[src/rtl/pic_pkg.sv]
// Package for the PE image checksum block: result type, constants and the
// 16-bit end-around carry fold. No dependencies.
`default_nettype none

package pic_pkg;

    localparam int unsigned SumWidth   = 16;
    localparam int unsigned CountWidth = 32;
    localparam int unsigned ByteWidth  = 8;

    localparam logic [CountWidth-1:0] CountMax   = {CountWidth{1'b1}};
    localparam logic [CountWidth:0]   FieldStep  = (CountWidth+1)'(2);

    typedef struct packed {
        logic [CountWidth-1:0] image_checksum;
        logic                  size_overflow;
    } t_result;

    // Fold a 17-bit sum back into 16 bits. A single fold is enough because
    // both addends are at most 16 bits wide.
    function automatic logic [SumWidth-1:0] fold16(input logic [SumWidth:0] s);
        logic [SumWidth:0] t;
        t = {1'b0, s[SumWidth-1:0]} + {{SumWidth{1'b0}}, s[SumWidth]};
        return t[SumWidth-1:0];
    endfunction

endpackage

`default_nettype wire

[src/rtl/pic_accum.sv]
// Running word sum, held low byte and byte count of the PE image checksum.
// Depends on pic_pkg.
`default_nettype none

module pic_accum (
    input  wire logic                          i_clk,
    input  wire logic                          i_rst_n,
    input  wire logic                          i_cfg_we,
    input  wire logic [pic_pkg::CountWidth-1:0] i_cfg_wdata,
    input  wire logic                          i_accept,
    input  wire logic [pic_pkg::ByteWidth-1:0] i_data_byte,
    input  wire logic                          i_last_byte,
    output pic_pkg::t_result                   o_result
);
    import pic_pkg::*;

    logic [CountWidth-1:0] r_skip_offset;
    logic [SumWidth-1:0]   r_running_sum, n_running_sum;
    logic [ByteWidth-1:0]  r_held_low, n_held_low;
    logic [CountWidth-1:0] r_byte_count, n_byte_count;
    logic                  r_saturated, n_saturated;

    logic [CountWidth-1:0] word_start;
    logic                  skip_word;
    logic [SumWidth-1:0]   sum_low, sum_word;

    // The word start is compared with offset + 2 at 33 bits, so an offset at
    // the very top does not wrap onto the word at position zero.
    assign word_start = {r_byte_count[CountWidth-1:1], 1'b0};
    assign skip_word  = (word_start == r_skip_offset) ||
                        ({1'b0, word_start} == ({1'b0, r_skip_offset} + FieldStep));

    assign sum_low  = fold16({1'b0, r_running_sum} +
                             {{(SumWidth+1-ByteWidth){1'b0}}, i_data_byte});
    assign sum_word = fold16({1'b0, r_running_sum} + {1'b0, i_data_byte, r_held_low});

    always_comb begin
        n_running_sum = r_running_sum;
        n_held_low    = r_held_low;
        n_byte_count  = r_byte_count;
        n_saturated   = r_saturated;
        if (!r_saturated) begin
            if (r_byte_count[0]) begin
                if (!skip_word) begin
                    n_running_sum = sum_word;
                end
            end else begin
                n_held_low = i_data_byte;
                if (i_last_byte) begin
                    n_running_sum = sum_low;
                end
            end
            if (r_byte_count == CountMax) begin
                n_saturated = 1'b1;
            end else begin
                n_byte_count = r_byte_count + CountWidth'(1);
            end
        end
    end

    assign o_result.image_checksum = {{(CountWidth-SumWidth){1'b0}}, n_running_sum}
                                     + n_byte_count;
    assign o_result.size_overflow  = n_saturated;

    always_ff @(posedge i_clk) begin
        if (!i_rst_n) begin
            r_skip_offset <= '0;
        end else if (i_cfg_we) begin
            r_skip_offset <= i_cfg_wdata;
        end
    end

    // Every image starts from zero state once its last byte is accepted.
    always_ff @(posedge i_clk) begin
        if (!i_rst_n) begin
            r_running_sum <= '0;
            r_held_low    <= '0;
            r_byte_count  <= '0;
            r_saturated   <= 1'b0;
        end else if (i_accept) begin
            if (i_last_byte) begin
                r_running_sum <= '0;
                r_held_low    <= '0;
                r_byte_count  <= '0;
                r_saturated   <= 1'b0;
            end else begin
                r_running_sum <= n_running_sum;
                r_held_low    <= n_held_low;
                r_byte_count  <= n_byte_count;
                r_saturated   <= n_saturated;
            end
        end
    end

endmodule

`default_nettype wire

[src/rtl/pic_out_reg.sv]
// Result register of the PE image checksum block with its valid flag.
// Depends on pic_pkg.
`default_nettype none

module pic_out_reg (
    input  wire logic             i_clk,
    input  wire logic             i_rst_n,
    input  wire logic             i_load,
    input  wire pic_pkg::t_result i_result,
    input  wire logic             i_ready,
    output logic                  o_valid,
    output pic_pkg::t_result      o_result
);
    import pic_pkg::*;

    logic    r_valid, n_valid;
    t_result r_result;

    always_comb begin
        n_valid = r_valid;
        if (i_load) begin
            n_valid = 1'b1;
        end else if (i_ready) begin
            n_valid = 1'b0;
        end
    end

    always_ff @(posedge i_clk) begin
        if (!i_rst_n) begin
            r_valid <= 1'b0;
        end else begin
            r_valid <= n_valid;
        end
    end

    always_ff @(posedge i_clk) begin
        if (i_load) begin
            r_result <= i_result;
        end
    end

    assign o_valid  = r_valid;
    assign o_result = r_result;

endmodule

`default_nettype wire

[src/rtl/pe_image_checksum.sv]
// PE image checksum: one byte word per cycle, result on the last byte.
// The result word is registered and valid in the cycle after its last byte is accepted.
// Throughput: one byte per cycle when not stalled; the 16-bit add and fold paths set it.
// Input stalls only while a result is held and not taken.
// Reset (synchronous, active low) clears the sum, count, offset and output valid.
`default_nettype none

module pe_image_checksum (
    input  wire logic        i_clk,
    input  wire logic        i_rst_n,
    input  wire logic        i_cfg_we,
    input  wire logic [31:0] i_cfg_wdata,
    input  wire logic        i_valid,
    output logic             o_ready,
    input  wire logic [7:0]  i_data_byte,
    input  wire logic        i_last_byte,
    output logic             o_valid,
    input  wire logic        i_ready,
    output logic [31:0]      o_image_checksum,
    output logic             o_size_overflow
);
    import pic_pkg::*;

    logic    accept;
    t_result next_result;
    t_result held_result;

    assign o_ready = !o_valid || i_ready;
    assign accept  = i_valid && o_ready;

    pic_accum u_accum (
        .i_clk       (i_clk),
        .i_rst_n     (i_rst_n),
        .i_cfg_we    (i_cfg_we),
        .i_cfg_wdata (i_cfg_wdata),
        .i_accept    (accept),
        .i_data_byte (i_data_byte),
        .i_last_byte (i_last_byte),
        .o_result    (next_result)
    );

    pic_out_reg u_out_reg (
        .i_clk    (i_clk),
        .i_rst_n  (i_rst_n),
        .i_load   (accept && i_last_byte),
        .i_result (next_result),
        .i_ready  (i_ready),
        .o_valid  (o_valid),
        .o_result (held_result)
    );

    assign o_image_checksum = held_result.image_checksum;
    assign o_size_overflow  = held_result.size_overflow;

endmodule

`default_nettype wire

[config.mk]
export PLATFORM = sky130hd
export DESIGN_NAME = pe_image_checksum
export DESIGN_NICKNAME = d
export VERILOG_FILES = /design/src/rtl/pic_pkg.sv /design/src/rtl/pic_accum.sv /design/src/rtl/pic_out_reg.sv /design/src/rtl/pe_image_checksum.sv
export SDC_FILE = /design/constraint.sdc
export NUM_CORES = 1
export LEC_CHECK = 0
export ABC_AREA = 1
export BUFFER_PORTS_ARGS = -buffer_cell sky130_fd_sc_hd__buf_2
export CAP_MARGIN = 10
export CORE_AREA = 5 5 149 151
export CTS_BUF_LIST = sky130_fd_sc_hd__clkbuf_8 sky130_fd_sc_hd__clkbuf_16
export CTS_CLUSTER_SIZE = 16
export DETAILED_ROUTE_END_ITERATION = 6
export DIE_AREA = 0 0 154 156
export PLACE_DENSITY_LB_ADDON = 0.2
export SYNTH_ARGS = -nofsm -noshare
export SYNTH_HDL_FRONTEND = slang
export SYNTH_SLANG_ARGS = --single-unit
[constraint.sdc]
create_clock -name i_clk -period 7.25 [get_ports i_clk]
set_clock_uncertainty 0.15 [all_clocks]
set_input_delay 0.725 -clock i_clk [delete_from_list [all_inputs] [get_ports i_clk]]
set_output_delay 0.725 -clock i_clk [all_outputs]
set_load 0.02 [all_outputs]
==> flow_metrics.tcl <==
set metrics [dict create \
    slew_violations 0 \
    grt_pass1_wl_mm 53.8 \
    n_fill_cell 2097 \
    cts_sinks 123 \
    crit_start "u_accum.r_running_sum[0]" \
    drtIter0Drc 1102 \
    clk_latency_ns 0.43 \
    status "finished, final reports clean" \
    drc 0 \
    cts_resized 0 \
    yosysSeqAreaShare_pct 25.0 \
    r2r-start "u_accum.r_running_sum[0]" \
    cts_root_buf "clkbuf_16" \
    ir_drop_mv 0.152 \
    hpwl_mm 26.0 \
    crit_path_max_incr_delay_ns 0.53 \
    initial_core_util_pct 54.0 \
    numCtsBuffers 17 \
    fin_nets 1962 \
    drtAntennaViolNets 0 \
    drive_gt1_share_pct 11.0 \
    cp_data_required_time_ns 7.29 \
    syn_area_sq_um 11200 \
    end_kind "register" \
    yosys_most_used_dff "dfxtp_1" \
    maxCapViolCount 0 \
    multiInputGateArea_sq_um 7230 \
    async_flop_share_pct 0 \
    max_slew_margin_pct 33.2 \
    power_density_nw_per_um2 160 \
    cts_max_path_buffers 2 \
    syn_to_final_growth_pct 10.5 \
    post_cts_buffers 0 \
    critPathLaunchType "register" \
    first_pass_iters 5 \
    synth.distinct_cells 52 \
    cts_tree "built" \
    grt_max_degree 52 \
    worstSetupPathType "register to register" \
    die_y_um 156 \
    antenna_found_initial 1 \
    critPathArrivalTime_ns 6.52 \
    hp-class "register to register" \
    grt_pass1_vias 10595 \
    worst_pin_slew_ns 0.999 \
    syn_inst 1813 \
    rsz0062_at_grt "no" \
    min_from "u_accum.r_held_low[0]" \
    synth.area.top_cells "nand2_1 19%, dfxtp_1 16%, edfxtp_1 8.9%, inv_1 7.7%, nor2_1 7.1%" \
    core.rowCount 53 \
    final_common_cell "nand2_1" \
    numPortBuffers 80 \
    diodes 0 \
    synth_edf_count 33 \
    crit_path_top_delay_cell "or4_1" \
    coreArea_sq_um 20700 \
    ys_seq_elements 123 \
    tns_ns 0 \
    p_leak_nw 5.84 \
    grt_overflow 0 \
    fin_crit_sh_pct 89.4 \
    vias_per_cell 5.40 \
    worst_path_most_repeated_cell "nand2_1" \
    avgSynthCellArea_sq_um 6.16 \
    setup_viol 0 \
    seq_area_sq_um 2790 \
    hold_viol 0 \
    finalCriticalPeriod_ns 6.48 \
    synth_top_cell_area_share_pct 18.7 \
    fmax_mhz 154 \
    syn-num-nets 1908 \
    cp_max_fo 6 \
    holdBufCountCts 0 \
    ys.warnings.count 0 \
    gp_congestion 0.993 \
    num_vias 11627 \
    cts.reportedPaths.clkPinSlew_ns 0.07 \
    hold_ws_ns 0.333 \
    most-common-layout-cells "556 x nand2_1, 228 x inv_1, 209 x nor2_1" \
    routed_wl_mm 33.1 \
    synth_top_area_cell "nand2_1" \
    die_w_um 154 \
    die_area_sq_um 24000 \
    wl_per_cell_um 15.4 \
    pin_count 81 \
    htreeDepth 4 \
    grt_usage_pct 27.5 \
]
cell type report:
type,count,share of cell area (%)
multi-input combinational,1398,58.6
sequential,123,22.6
inverter,239,7.40
timing repair buffer,88,3.73
clock buffer,17,3.45
tap,275,2.79
clock inverter,15,1.41
state kept, by name, indices dropped and copies added (netlist names):
register,count
u_accum.r_held_low,8
u_accum.r_running_sum,16
u_out_reg.o_result,33
u_accum.r_byte_count,32
u_accum.r_skip_offset,32
u_out_reg.o_valid,1
u_accum.r_saturated,1
layer usage:
| metal | up-vias | part of all wire, % | track usage (%) |
|---|---|---|---|
| met5 | - | 0.036 | 0 |
| met3 | 57 | 9.5 | 5.69 |
| met4 | 2 | 2.3 | 8.96 |
| li1 | 5904 | - | - |
| met1 | 5157 | 48 | 41.0 |
| met2 | 507 | 40 | 39.4 |
critical path, delay by kind of cell, from the launching register on:
| kind | cells | cell delay (ns) |
|---|---|---|
| AND/OR/NAND/NOR | 20 | 2.97 |
| adder cells (fa/ha/maj) | 5 | 1.42 |
| AO/OA/AOI/OAI | 4 | 0.82 |
| flip-flops | 1 | 0.45 |
| buffers and inverters | 4 | 0.28 |
| XOR/XNOR | 1 | 0.15 |
cell families after synthesis:
logic type	after synthesis	synth area share, %
AOI/OAI and AO/OA	206	9.93
xor gates and xnor gates	94	7.51
and+or+nand+nor	1049	41.5
DFF	123	25.0
buffers and inverters	292	10.4
adders and majority gates	49	5.69
through the flow:
stage / worst slack [ns] / std cells / area (sq um) / utilization, % / power, mW
after floorplan: 1.69 / 1813 / 11200 / - / 0.995
after global placement: 1.08 / 2123 / 11700 / 56.7 / 1.09
after detailed placement: 0.853 / 2123 / 11700 / 56.7 / 1.10
after CTS: 0.822 / 2155 / 12300 / 59.6 / 1.97
after global routing: 0.128 / 2155 / 12300 / 59.6 / 2.06
final: 0.767 / 2155 / 12300 / 59.6 / 1.97
synthesized netlist by cell type (33+ instances only):
cell type and number:
o21ai_0 69, ha_1 46, inv_1 229, nand3_1 133, xor2_1 65, nand4_1 53
nand2_1 557, a21oi_1 105, clkbuf_1 34, edfxtp_1 33, nor2_1 211, dfxtp_1 90
report_power, final:
part           internal, mW  switching [mW]
Sequential            0.735          0.0282
Combinational         0.106           0.220
Clock                 0.519           0.366
Total                  1.36           0.614
final timing paths:
| path | end | slack, ns | cells past startpoint |
|---|---|---|---|
| setup / recovery | u_out_reg.o_result[27] | 0.77 | 34 |
| hold / removal | u_accum.r_held_low[0] | 0.33 | 2 |
| setup reg to reg | u_out_reg.o_result[27] | 0.77 | 34 |
| hold reg to reg | u_accum.r_held_low[0] | 0.33 | 2 |
No activity file was read; power rests on OpenSTA's default activity.
